File: src/design/cse_pkg.sv
// Shared types and constants for the CAN signal extract/insert core.
// Used by cse_ctrl, cse_datapath and can_signal_extract_insert_core.
`default_nettype none

package cse_pkg;

  // Payload store geometry.
  localparam int FRAME_BYTES = 64;
  localparam int FRAME_AW    = $clog2(FRAME_BYTES);
  localparam int ADDR_W      = 7;   // byte address of the signal walk, up to byte 71

  // A signal of up to 64 bits touches at most nine consecutive bytes.
  localparam int WIN_BYTES   = 9;
  localparam int WIN_W       = 8 * WIN_BYTES;
  localparam int CNT_W       = $clog2(WIN_BYTES + 1);

  localparam int MAX_SIZE    = 64;
  localparam int FLOAT_SIZE  = 32;
  localparam int DOUBLE_SIZE = 64;
  localparam int MIN_MSG     = 8;

  // Function codes.
  localparam logic [1:0] FUNC_WR_BYTE = 2'd0;
  localparam logic [1:0] FUNC_RD_BYTE = 2'd1;
  localparam logic [1:0] FUNC_DECODE  = 2'd2;
  localparam logic [1:0] FUNC_ENCODE  = 2'd3;

  // Value kinds.
  localparam logic [1:0] KIND_INT    = 2'd0;
  localparam logic [1:0] KIND_FLOAT  = 2'd1;
  localparam logic [1:0] KIND_DOUBLE = 2'd2;

  // Configuration register indexes.
  localparam int CFG_IDX_W = 3;
  localparam int CFG_DATA_W = 9;
  localparam logic [CFG_IDX_W-1:0] REG_SIG_START     = 3'd0;
  localparam logic [CFG_IDX_W-1:0] REG_SIG_SIZE      = 3'd1;
  localparam logic [CFG_IDX_W-1:0] REG_BIG_ENDIAN    = 3'd2;
  localparam logic [CFG_IDX_W-1:0] REG_IS_SIGNED     = 3'd3;
  localparam logic [CFG_IDX_W-1:0] REG_VALUE_KIND    = 3'd4;
  localparam logic [CFG_IDX_W-1:0] REG_MESSAGE_BYTES = 3'd5;

  typedef struct packed {
    logic [8:0] sig_start;
    logic [6:0] sig_size;
    logic       big_endian;
    logic       is_signed;
    logic [1:0] value_kind;
    logic [6:0] message_bytes;
  } cfg_t;

  typedef struct packed {
    logic [1:0]  func;
    logic [5:0]  byte_index;
    logic [7:0]  byte_value;
    logic [63:0] raw_value;
  } in_item_t;

  typedef struct packed {
    logic [7:0]  byte_out;
    logic [63:0] raw_out;
    logic        exceeds_frame;
    logic        bad_size;
  } out_item_t;

  // Commands from the controller to the datapath.
  typedef struct packed {
    logic             load;      // latch the accepted word
    logic             byte_acc;  // single byte write or read
    logic             sig_rd;    // read byte rd_num of the signal window
    logic             sig_cap;   // capture or rewrite byte cap_num of the window
    logic             fin;       // form the result
    logic [CNT_W-1:0] rd_num;
    logic [CNT_W-1:0] cap_num;
  } ctl_cmd_t;

endpackage

`default_nettype wire

File: src/design/can_signal_extract_insert_core.sv
// CAN signal extract/insert core: byte access, DBC signal decode and encode.
// Byte write or read: the word passes the byte access and finish states before the result strobe.
// Decode or encode: the single payload port walks nine bytes one per cycle, then the
// finish state forms the result before the strobe.
// A new word is taken in the cycle the result is strobed; results cannot be stalled.
// Synchronous reset makes every payload byte read as zero and restores register defaults.
`default_nettype none

module can_signal_extract_insert_core
  import cse_pkg::*;
(
  input  wire logic                 clk,
  input  wire logic                 rst,
  input  wire logic                 start,
  output logic                      busy,
  input  wire in_item_t             item,
  output logic                      done,
  output out_item_t                 result,
  input  wire logic                 cfg_we,
  input  wire logic [CFG_IDX_W-1:0] cfg_index,
  input  wire logic [CFG_DATA_W-1:0] cfg_data
);

  cfg_t     cfg;
  ctl_cmd_t cmd;

  // Configuration registers; indexes past the list are ignored.
  always_ff @(posedge clk) begin
    if (rst) begin
      cfg.sig_start     <= 9'd0;
      cfg.sig_size      <= 7'd8;
      cfg.big_endian    <= 1'b0;
      cfg.is_signed     <= 1'b0;
      cfg.value_kind    <= KIND_INT;
      cfg.message_bytes <= 7'(MIN_MSG);
    end else if (cfg_we) begin
      unique case (cfg_index)
        REG_SIG_START:     cfg.sig_start     <= cfg_data;
        REG_SIG_SIZE:      cfg.sig_size      <= cfg_data[6:0];
        REG_BIG_ENDIAN:    cfg.big_endian    <= cfg_data[0];
        REG_IS_SIGNED:     cfg.is_signed     <= cfg_data[0];
        REG_VALUE_KIND:    cfg.value_kind    <= cfg_data[1:0];
        REG_MESSAGE_BYTES: cfg.message_bytes <= cfg_data[6:0];
        default: begin
        end
      endcase
    end
  end

  cse_ctrl u_ctrl (
    .clk       (clk),
    .rst       (rst),
    .start     (start),
    .item_func (item.func),
    .busy      (busy),
    .done      (done),
    .cmd       (cmd)
  );

  cse_datapath u_datapath (
    .clk    (clk),
    .rst    (rst),
    .cfg    (cfg),
    .item   (item),
    .cmd    (cmd),
    .result (result)
  );

endmodule

`default_nettype wire

File: src/design/cse_ctrl.sv
// Sequencing state machine of the CAN signal extract/insert core.
// Depends on cse_pkg; drives cse_datapath through a ctl_cmd_t command word.
`default_nettype none

module cse_ctrl
  import cse_pkg::*;
(
  input  wire logic       clk,
  input  wire logic       rst,
  input  wire logic       start,
  input  wire logic [1:0] item_func,
  output logic            busy,
  output logic            done,
  output ctl_cmd_t        cmd
);

  localparam logic [1:0] S_IDLE = 2'd0;
  localparam logic [1:0] S_BYTE = 2'd1;
  localparam logic [1:0] S_RUN  = 2'd2;
  localparam logic [1:0] S_FIN  = 2'd3;

  logic [1:0]       state;
  logic [1:0]       state_next;
  logic [CNT_W-1:0] cnt;
  logic [CNT_W-1:0] cnt_next;

  always_comb begin
    state_next  = state;
    cnt_next    = cnt;
    cmd         = '0;
    cmd.rd_num  = cnt;
    cmd.cap_num = cnt - CNT_W'(1);
    unique case (state)
      S_IDLE: begin
        if (start) begin
          cmd.load = 1'b1;
          cnt_next = '0;
          if ((item_func == FUNC_DECODE) || (item_func == FUNC_ENCODE)) begin
            state_next = S_RUN;
          end else begin
            state_next = S_BYTE;
          end
        end
      end
      S_BYTE: begin
        cmd.byte_acc = 1'b1;
        state_next   = S_FIN;
      end
      S_RUN: begin
        // Reads run one byte ahead of the capture or rewrite of the same byte.
        cmd.sig_rd  = (cnt < CNT_W'(WIN_BYTES));
        cmd.sig_cap = (cnt != '0);
        cnt_next    = cnt + CNT_W'(1);
        if (cnt == CNT_W'(WIN_BYTES)) begin
          state_next = S_FIN;
        end
      end
      S_FIN: begin
        cmd.fin    = 1'b1;
        state_next = S_IDLE;
      end
      default: begin
        state_next = S_IDLE;
      end
    endcase
  end

  always_ff @(posedge clk) begin
    if (rst) begin
      state <= S_IDLE;
      cnt   <= '0;
      done  <= 1'b0;
    end else begin
      state <= state_next;
      cnt   <= cnt_next;
      done  <= (state == S_FIN);
    end
  end

  assign busy = (state != S_IDLE);

endmodule

`default_nettype wire

File: src/design/cse_datapath.sv
// Payload store, signal windows and result register of the extract/insert core.
// Depends on cse_pkg; commanded by cse_ctrl.
`default_nettype none

module cse_datapath
  import cse_pkg::*;
(
  input  wire logic      clk,
  input  wire logic      rst,
  input  wire cfg_t      cfg,
  input  wire in_item_t  item,
  input  wire ctl_cmd_t  cmd,
  output out_item_t      result
);

  logic [7:0]          mem [FRAME_BYTES];
  logic [FRAME_BYTES-1:0] valid;
  logic [7:0]          mem_q;
  logic                rd_ok;

  logic [1:0]          func_q;
  logic [5:0]          idx_q;
  logic [7:0]          bval_q;
  logic [WIN_W-1:0]    enc_mask;
  logic [WIN_W-1:0]    enc_data;
  logic [WIN_W-1:0]    dec_win;

  // Layout derived from the configuration, which the user must hold still during a word; the block does not enforce it.
  logic [6:0]  n;
  logic [2:0]  s;
  logic [5:0]  b0;
  logic [6:0]  sh;
  logic [63:0] mask;
  logic [6:0]  mb_eff;
  logic [9:0]  limit;
  logic [7:0]  fsize_m1;
  logic        ex_flag;
  logic        bad_flag;
  logic        ext_sign;

  always_comb begin
    if (cfg.sig_size == 7'd0) begin
      n = 7'd1;
    end else if (cfg.sig_size > 7'(MAX_SIZE)) begin
      n = 7'(MAX_SIZE);
    end else begin
      n = cfg.sig_size;
    end
    s  = cfg.sig_start[2:0];
    b0 = cfg.sig_start[8:3];
    // Motorola bytes sit in the window most significant first, so the signal
    // ends 65 + s - n bits above the window's bottom.
    sh = cfg.big_endian ? 7'(7'd65 + {4'd0, s} - n) : {4'd0, s};
    mask = ~64'd0 >> (7'(MAX_SIZE) - n);
    mb_eff = (cfg.message_bytes < 7'(MIN_MSG)) ? 7'(MIN_MSG) : cfg.message_bytes;
    limit = {mb_eff, 3'b000};
    fsize_m1 = 8'(n) + 8'd7 - 8'(s) - 8'd1;
    if (cfg.big_endian) begin
      ex_flag = (10'({b0, 3'b000}) + 10'({fsize_m1[7:3], 3'b000})) >= limit;
    end else begin
      ex_flag = (10'(cfg.sig_start) + 10'(n)) > limit;
    end
    if (cfg.value_kind == KIND_FLOAT) begin
      bad_flag = (cfg.sig_size != 7'(FLOAT_SIZE));
    end else if (cfg.value_kind == KIND_DOUBLE) begin
      bad_flag = (cfg.sig_size != 7'(DOUBLE_SIZE));
    end else begin
      bad_flag = 1'b0;
    end
    ext_sign = cfg.is_signed && (cfg.value_kind != KIND_FLOAT)
               && (cfg.value_kind != KIND_DOUBLE);
  end

  // Memory port control.
  logic [ADDR_W-1:0] rd_addr;
  logic [ADDR_W-1:0] wr_addr;
  logic              mem_rd;
  logic              wr_req;
  logic              rd_in;
  logic              wr_in;
  logic [7:0]        rd_byte;
  logic [7:0]        wdata;
  logic [3:0]        pos;
  logic [7:0]        m_b;
  logic [7:0]        d_b;

  always_comb begin
    pos     = cfg.big_endian ? 4'(4'(WIN_BYTES - 1) - 4'(cmd.cap_num)) : 4'(cmd.cap_num);
    rd_byte = rd_ok ? mem_q : 8'd0;
    m_b     = enc_mask[{pos, 3'b000} +: 8];
    d_b     = enc_data[{pos, 3'b000} +: 8];

    if (cmd.byte_acc) begin
      rd_addr = ADDR_W'(idx_q);
      wr_addr = ADDR_W'(idx_q);
      wdata   = bval_q;
    end else begin
      rd_addr = ADDR_W'(b0) + ADDR_W'(cmd.rd_num);
      wr_addr = ADDR_W'(b0) + ADDR_W'(cmd.cap_num);
      wdata   = (rd_byte & ~m_b) | (d_b & m_b);
    end
    mem_rd = (cmd.byte_acc && (func_q == FUNC_RD_BYTE)) || cmd.sig_rd;
    wr_req = (cmd.byte_acc && (func_q == FUNC_WR_BYTE))
             || (cmd.sig_cap && (func_q == FUNC_ENCODE));
    rd_in  = (rd_addr < ADDR_W'(FRAME_BYTES));
    wr_in  = (wr_addr < ADDR_W'(FRAME_BYTES));
  end

  always_ff @(posedge clk) begin
    if (wr_req && wr_in) begin
      mem[wr_addr[FRAME_AW-1:0]] <= wdata;
    end
    if (mem_rd) begin
      mem_q <= mem[rd_addr[FRAME_AW-1:0]];
    end
  end

  // A byte never written since reset reads as zero.
  always_ff @(posedge clk) begin
    if (rst) begin
      valid <= '0;
      rd_ok <= 1'b0;
    end else begin
      if (wr_req && wr_in) begin
        valid[wr_addr[FRAME_AW-1:0]] <= 1'b1;
      end
      if (mem_rd) begin
        rd_ok <= rd_in && valid[rd_addr[FRAME_AW-1:0]];
      end
    end
  end

  // Word latch and signal windows.
  always_ff @(posedge clk) begin
    if (cmd.load) begin
      func_q   <= item.func;
      idx_q    <= item.byte_index;
      bval_q   <= item.byte_value;
      enc_mask <= {8'd0, mask} << sh;
      enc_data <= {8'd0, item.raw_value & mask} << sh;
    end
    if (cmd.sig_cap && (func_q == FUNC_DECODE)) begin
      dec_win[{pos, 3'b000} +: 8] <= rd_byte;
    end
  end

  // Result forming.
  logic [63:0] raw_m;
  logic [63:0] raw_x;
  logic [5:0]  nm1;
  out_item_t   result_next;

  always_comb begin
    nm1   = 6'(n - 7'd1);
    raw_m = 64'(dec_win >> sh) & mask;
    raw_x = (ext_sign && raw_m[nm1]) ? (raw_m | ~mask) : raw_m;
  end

  always_comb begin
    result_next = '0;
    case (func_q)
      FUNC_RD_BYTE: begin
        result_next.byte_out = rd_byte;
      end
      FUNC_DECODE: begin
        result_next.raw_out       = raw_x;
        result_next.exceeds_frame = ex_flag;
        result_next.bad_size      = bad_flag;
      end
      FUNC_ENCODE: begin
        result_next.exceeds_frame = ex_flag;
        result_next.bad_size      = bad_flag;
      end
      default: begin
      end
    endcase
  end

  always_ff @(posedge clk) begin
    if (cmd.fin) begin
      result <= result_next;
    end
  end

endmodule

`default_nettype wire
File: config.mk
export PLATFORM = sky130hd
export DESIGN_NAME = can_signal_extract_insert_core
export DESIGN_NICKNAME = d
export VERILOG_FILES = /design/src/design/cse_pkg.sv /design/src/design/can_signal_extract_insert_core.sv /design/src/design/cse_ctrl.sv /design/src/design/cse_datapath.sv
export SDC_FILE = /design/constraint.sdc
export NUM_CORES = 2
export LEC_CHECK = 0
export BUFFER_PORTS_ARGS = -buffer_cell sky130_fd_sc_hd__buf_2
export CAP_MARGIN = 20
export CORE_MARGIN = 3
export CORE_UTILIZATION = 40
export DETAILED_ROUTE_END_ITERATION = 10
export PLACE_DENSITY_LB_ADDON = 0.08
export REMOVE_ABC_BUFFERS = 1
export SKIP_LAST_GASP = 1
export SYNTH_ARGS = -nofsm -noshare
export SYNTH_HDL_FRONTEND = slang
export SYNTH_SLANG_ARGS = --single-unit
File: constraint.sdc
create_clock -name clk -period 12.03 [get_ports clk]
set_input_delay 0.6015 -clock clk [delete_from_list [all_inputs] [get_ports clk]]
set_output_delay 0.6015 -clock clk [all_outputs]
set_load 0.005 [all_outputs]
**After elaboration in Yosys (flattened, before gate mapping)**

Memory sizes are Yosys's and may differ from the RTL's. A register that Yosys moved wholly into a read port is not among the register bits.
Index checks and enable logic that the tools add are counted.

- Flip-flop bits (word level): 405
- Bits in writable memories: 512
- Bits of input ports: 96
- Word-level logic and storage cells: 149
- Memories kept: 1

- Add/subtract/negate cells: 15
- Order comparisons: 11
- Equality and inequality tests: 22
- Shift operators: 8
- Multiplexer cells: 33
- Bitwise operators: 9
- Reductions and logical operators: 29

Memories:

| name | words | width | rd ports | clocked after Yosys merged registers in | wr ports | RTL line | source |
|---|---|---|---|---|---|---|---|
| u_datapath.mem | 64 | 8 | 1 | 1 | 1 | cse_datapath.sv:16 | `logic [7:0] mem [FRAME_BYTES];` |

Operators with widths:

| cell | count |
|---|---|
| $shiftx A72 B8 Y8 | 2 |
| $shl A64 B7 Y72 | 2 |
| $and A64 B64 Y64 | 2 |
| $or A64 B64 Y64 | 2 |
| $bwmux W72 | 1 |
| $shift A8 B9 Y72 const A | 1 |
| $shiftx A8 B9 Y72 | 1 |
| $shr A72 B7 Y64 | 1 |
| $mux W64 | 1 |
| $not A64 Y64 | 1 |
| $shr A64 B7 Y64 const A | 1 |
| $mux W7 | 6 |
| $lt A6 B7 Y1 const B | 3 |
| $and A8 B8 Y8 | 2 |
| $mux W8 | 2 |
| $reduce_and A2 Y1 | 8 |
| $add A6 B4 Y7 | 2 |
| $eq A2 B2 Y1 const B | 7 |
| $lt A7 B7 Y1 const B | 2 |
| $bmux W1 S6 | 2 |
| $mux W1 | 12 |
| $add A9 B7 Y10 | 1 |
| $add A9 B8 Y10 | 1 |
| $ge A10 B10 Y1 | 1 |
| 40 further kinds | 63 |

**Depth between registers and ports, before layout**

- Depth in word-level cells: 11
- Mapped depth: 30
- Mapped depth without buffers: 26

**By module**

Synthesis repeated with hierarchy kept, for this count alone.

- Cell total of the unflattened synthesis: 4735
- Area total of the unflattened synthesis: 53122.2 um^2

By module, submodules not included:

| module | times used | cells an instance | area each (um^2) | seq. area each (um^2) |
|---|---|---|---|---|
| cse_datapath | 1 | 4572 | 51458.1 | 26105.0 |
| can_signal_extract_insert_core | 1 | 107 | 1159.9 | 540.5 |
| cse_ctrl | 1 | 56 | 504.2 | 140.1 |

**Worst setup path after synthesis**

No wires, ideal clock.

- Kind: flip-flop to flip-flop
- Start: register u_ctrl.cnt[0]
- End: memory u_datapath.mem[0][2] (data pin)
- Data arrival time: 6063 ps
- Data required time: 11328 ps
- Slack: 5265 ps
- Cell stages (with the launch flop): 14
- Clock period less this slack: 6765 ps
- Cells stage by stage: dfxtp_1 clkbuf_1 buf_1 inv_1 ha_1 clkbuf_1 xnor2_1 clkbuf_1 mux2i_1 mux4_2 nor2_1 a21oi_1 a21o_1 o21ai_0

- Word-level cells in the longest chain between the ends: 8
- Elaborated cells between the ends (all ways): 10
- Those cells by class: add/sub: 2; shift: 2; mux: 2; bitwise: 4

RTL lines:

| item | RTL line | source |
|---|---|---|
| from (decl) | cse_ctrl.sv:24 | `logic [CNT_W-1:0] cnt;` |
| from (signal assigned) | cse_ctrl.sv:75 | `cnt <= cnt_next;` |
| $sub A4 B1 Y4 (*) | cse_ctrl.sv:32 | `cmd.cap_num = cnt - CNT_W'(1);` |
| $sub A4 B4 Y4 | cse_datapath.sv:88 | `pos = cfg.big_endian ? 4'(4'(WIN_BYTES - 1) - 4'(cmd.cap_num)) : 4'(cmd.cap_num);` |
| $mux W4 (*) | cse_datapath.sv:88 |  |
| $shiftx A72 B8 Y8 | cse_datapath.sv:90 | `m_b = enc_mask[{pos, 3'b000} +: 8];` |
| $not A8 Y8 | cse_datapath.sv:100 | `wdata = (rd_byte & ~m_b) \| (d_b & m_b);` |
| $and A8 B8 Y8 | cse_datapath.sv:100 |  |
| $or A8 B8 Y8 (*) | cse_datapath.sv:100 |  |
| $mux W8 (*) | cse_datapath.sv:93 | `if (cmd.byte_acc) begin` |
| net u_datapath.wdata[2] | cse_datapath.sv:82 | `logic [7:0] wdata;` |
| to (decl) | cse_datapath.sv:16 |  |

Mark *: on every way through the listed nets, which the timed path passes. The rest lies on a longest branch.

**Worst setup path in the final report**

- Start: register cfg[17] (netlist name)
- End: register u_datapath.result[41] (netlist name)

- Word-level cells in the longest chain between the ends: 11
- Elaborated cells between the ends (all ways): 17
- Those cells by class: add/sub: 3; order compare: 1; shift: 2; mux: 6; bitwise: 3; reduce/logical: 2

RTL lines:

| item | RTL line | source |
|---|---|---|
| $gt A7 B7 Y1 | cse_datapath.sv:44 | `end else if (cfg.sig_size > 7'(MAX_SIZE)) begin` |
| $mux W7 | cse_datapath.sv:44 |  |
| $mux W7 (*) | cse_datapath.sv:42 | `if (cfg.sig_size == 7'd0) begin` |
| $sub A7 B7 Y7 | cse_datapath.sv:53 | `sh = cfg.big_endian ? 7'(7'd65 + {4'd0, s} - n) : {4'd0, s};` |
| $mux W7 | cse_datapath.sv:53 |  |
| $shr A72 B7 Y64 | cse_datapath.sv:155 | `raw_m = 64'(dec_win >> sh) & mask;` |
| $and A64 B64 Y64 | cse_datapath.sv:155 |  |
| $bmux W1 S6 | cse_datapath.sv:156 | `raw_x = (ext_sign && raw_m[nm1]) ? (raw_m \| ~mask) : raw_m;` |
| $mux W1 (implied by the code) | cse_datapath.sv:156 |  |
| $logic_and A1 B1 Y1 | cse_datapath.sv:156 |  |
| $mux W64 (*) | cse_datapath.sv:156 |  |

Mark *: on every way between the ends. The rest lies on a longest branch, timed or not. The select of a mux whose other input is x is not followed.
A chain may end at the register's enable or synchronous reset.

==> qor.csv <==
stage,metric,value,unit
run_status,status,completed,
clocking,cts_resized,0,
placed_design,numPortBuffers,171,
logic_synthesis,yosys.cell_count.top_type,edfxtp_1,
power,leakage,21.5,nW
logic_synthesis,synth_area_per_cell,11.3,um^2
final_layout,fin_area,59200,um^2
clocking,cts.path.max_buffers,3,
logic_synthesis,synth_warnings,0,
final_layout,n_fill_cell,12400,
logic_synthesis,synth_top_area_share,0.467,
worst_setup_path,crit_type,register to register,
final_layout,syn_to_final_growth,11.6,%
placed_design,hpwl,152,mm
sta,min_period,8000,ps
die,die_h,370,um
clocking,h-tree-depth,3,
die,start_util,0.403,
route,first_iter_violations,5362,
worst_setup_path,crit_arrival,8390,ps
logic_synthesis,ys_ff_latch,925,
placed_design,place_area,55900,um^2
die,num_rows,133,
worst_setup_path,r2r-end,u_datapath.result[41]$_SDFFCE_PN0P_,
final_layout,drive_gt1_frac,0.165,
power,vdd_ir_drop_max,147,uV
die,die_area,137000,um^2
worst_setup_path,crit_fanout,57,
logic_synthesis,ys_seq_area_frac,0.505,
logic_synthesis,synth_cell_types,105,
die,core,132000,um^2
worst_setup_path,r2r_start,cfg[17]$_SDFFE_PP0P_,
logic_synthesis,synth_edf_count,826,
sta,rsz0062_at_grt,no,
global_routing,antenna_found_initial,9,
final_layout,postLayoutCoreUtil,0.450,
sta,finalHoldViolations,0,
flow_run,drv_cap,0,
logic_synthesis,synthCells,4711,
sta,setup_ws,4030,ps
clocking,cts_tree,done,
clocking,insertion_delay,740,ps
global_routing,grt-ovfl-total,0,
die,die_w,370,um
worst_hold_path,hp-class,input port to register,
clocking,clk_pin_slew,60,ps
route,ant_nets,0,
route,drtPass1Iterations,6,
sta,fmax,125,MHz
logic_synthesis,synthArstFlopShare,0,
sta,setup_tns,0,ps
worst_setup_path,crit_start,cfg[17]$_SDFFE_PP0P_,
logic_synthesis,yosys.area.top_type,edfxtp_1,
route,wl_per_cell,32.4,um
global_routing,grt_pass1_wl,301,mm
worst_setup_path,cp-start-kind,register,
worst_setup_path,reg2reg_slack,4030,ps
worst_setup_path,cp.required,12420,ps
sta,fin_crit_sh,0.665,
placed_design,gp_congestion,1.02,
route,viasPerCell,6.33,
global_routing,grt_pass1_vias,39900,
worst_setup_path,ff2ff_path_depth,22,
power,powerDensity,169,nW/um^2
global_routing,grt_use_total,0.306,
global_routing,grt_max_degree,145,
worst_setup_path,end_kind,register,
logic_synthesis,ys.flop_type,edfxtp_1,
worst_setup_path,endpoint,u_datapath.result[41]$_SDFFCE_PN0P_,
sta,maxSlewHeadroom,0.167,
route,wirelength,213,mm
final_layout,fin_nets,4914,
placed_design,post-place-ws,4280,ps
route,drc,0,
clocking,cts.sinks,925,
sta,fin_worst_skew,74.6,ps
logic_synthesis,yosys-top-cells-count,"edfxtp_1 (826), nor2_1 (595), nand2_1 (413), mux2i_1 (375), a21oi_1 (302)",
sta,finalSetupViolations,0,
sta,drv_slew,0,
logic_synthesis,synth_area,53100,um^2
clocking,cts_buffers,100,
route,via_count,41700,
die,ioPinCount,172,
sta,worst_slew_pin_slew,1240,ps
clocking,cts-root-buf,clkbuf_16,
logic_synthesis,yosys-top-cells-area,"edfxtp_1 (47%), mux4_2 (9.7%), mux2i_1 (7.1%), nor2_1 (4.2%), dfxtp_1 (3.7%)",
==> worst min path at each step <==
stage | startpoint | endpoint | slack [ps] | depth (start not counted)
2_1_floorplan | cfg[0]$_SDFFE_PP0P_ | cfg[0]$_SDFFE_PP0P_ | 430 | 2
3_3_place_gp | u_datapath.valid[31]$_SDFFE_PP0P_ | u_datapath.valid[31]$_SDFFE_PP0P_ | 440 | 2
3_5_place_dp | cfg[0]$_SDFFE_PP0P_ | cfg[0]$_SDFFE_PP0P_ | 450 | 2
4_1_cts | item[69] | u_datapath.bval_q[5]$_DFFE_PP_ | 4 | 1
5_1_grt | item[71] | u_datapath.bval_q[7]$_DFFE_PP_ | 30 | 1
6_report | item[75] | u_datapath.idx_q[3]$_DFFE_PP_ | 70 | 1
==> registers in the layout, summed over array words and instances, names as in the netlist <==
register and count:
cfg 27, u_ctrl.cnt 4, u_ctrl.done 1, u_ctrl.state 2
u_datapath.bval_q 8, u_datapath.dec_win 72, u_datapath.enc_data 72, u_datapath.enc_mask 72
u_datapath.func_q 2, u_datapath.idx_q 6, u_datapath.mem 512, u_datapath.mem_q 8
u_datapath.rd_ok 1, u_datapath.result 74, u_datapath.valid 64
==> critical path, stage by stage, from the launching register on <==
cell and delay [ps]:
dfxtp_1 790, inv_1 420, nand2_1 290, inv_1 90, ha_1 280, inv_1 100
ha_1 220, inv_1 80, fa_1 510, and2_4 210, nor2_4 70, buf_4 560
mux4_2 600, mux2i_1 730, nor2_1 70, a21oi_1 490, o21ai_0 280, a21oi_1 300
a31oi_1 200, a31o_1 270, o21ai_4 470, buf_4 480, o21ai_0 180
==> stage by stage <==
step	std cells	total power [W]	hold WS, ps
6_report	6594	0.0100	68.7
2_1_floorplan	4342	0.00634	426
3_5_place_dp	6397	0.00704	446
3_3_place_gp	6394	0.00703	444
5_1_grt	6586	0.0104	25.9
4_1_cts	6583	0.0101	3.85
==> cell families (layout without fill, tap and decap cells) <==
| group | count (synthesis) | in the layout | synth area share |
|---|---|---|---|
| AOI/OAI and AO/OA | 1152 | 1152 | 0.139 |
| xor gates and xnor gates | 31 | 31 | 0.00512 |
| adders and majority gates | 68 | 68 | 0.0167 |
| buffers and inverters | 417 | 536 | 0.0338 |
| DFF | 925 | 925 | 0.505 |
| muxes | 645 | 645 | 0.178 |
| other | 0 | 9 | 0 |
| and+or+nand+nor | 1473 | 1473 | 0.122 |
==> power by group <==
group | internal, W | switching (W)
Combinational | 0.000994 | 0.00189
Clock | 0.00175 | 0.00131
Sequential | 0.00400 | 0.0000776
==> placed cells by master (no fill, tap or decap), types with 12 or more instances in the layout <==
| cell | synthesis | final |
|---|---|---|
| nor2_1 | 595 | 593 |
| nand3_1 | 187 | 187 |
| o2bb2ai_1 | 13 | 13 |
| xnor2_1 | 25 | 22 |
| buf_4 | 14 | 127 |
| dfxtp_1 | 99 | 97 |
| a21o_1 | 35 | 35 |
| and2_1 | 37 | 35 |
| and3_1 | 20 | 20 |
| edfxtp_1 | 826 | 826 |
| inv_1 | 46 | 46 |
| a22oi_1 | 43 | 42 |
| mux2_2 | 33 | 33 |
| mux4_2 | 229 | 229 |
| o21ai_0 | 252 | 241 |
| o211ai_1 | 37 | 37 |
| mux2i_1 | 375 | 374 |
| o31ai_1 | 15 | 14 |
| nand2b_1 | 24 | 24 |
| o22ai_1 | 82 | 82 |
| nor3_1 | 56 | 56 |
| a21oi_1 | 302 | 298 |
| nand2_1 | 413 | 409 |
| o32ai_1 | 12 | 12 |
| buf_2 | 71 | 171 |
| o21ai_4 | 0 | 14 |
| nor2b_1 | 62 | 61 |
| a31oi_1 | 39 | 39 |
| ha_1 | 63 | 60 |
| clkinv_2 | 0 | 12 |
| clkbuf_1 | 226 | 26 |
| o21a_1 | 20 | 20 |
| o221ai_1 | 15 | 15 |
| a211oi_1 | 105 | 104 |
| a22o_1 | 14 | 14 |
| clkbuf_16 | 0 | 102 |
| nand4_1 | 14 | 14 |
| o21ai_1 | 17 | 15 |
| clkinv_1 | 1 | 17 |
==> metal layers <==
metal	vias to the layer above	routed length [um]	track usage
met1	20900	88200	0.412
met4	8	11500	0.138
met5	-	53	0
li1	18200	-	-
met3	500	18200	0.0678
met2	2189	95500	0.471
==> area by class of cell <==
| type | count | area [um^2] | area share |
|---|---|---|---|
| diodes | 9 | 22.5 | 0.000380 |
| clock buffers | 135 | 2740 | 0.0463 |
| clock inverters | 47 | 490 | 0.00829 |
| inverters | 48 | 180 | 0.00304 |
| multi-input cells | 3369 | 24900 | 0.420 |
| flip-flops and latches | 925 | 26800 | 0.453 |
| well taps | 1755 | 2200 | 0.0371 |
| repair buffers | 306 | 1920 | 0.0324 |
==> what timing repair did <==
item,CTS,global route
hold buffers,4,0
setup buffers,0,0
hold endpoints to repair,4,0
(Power assumes the default switching activity.)
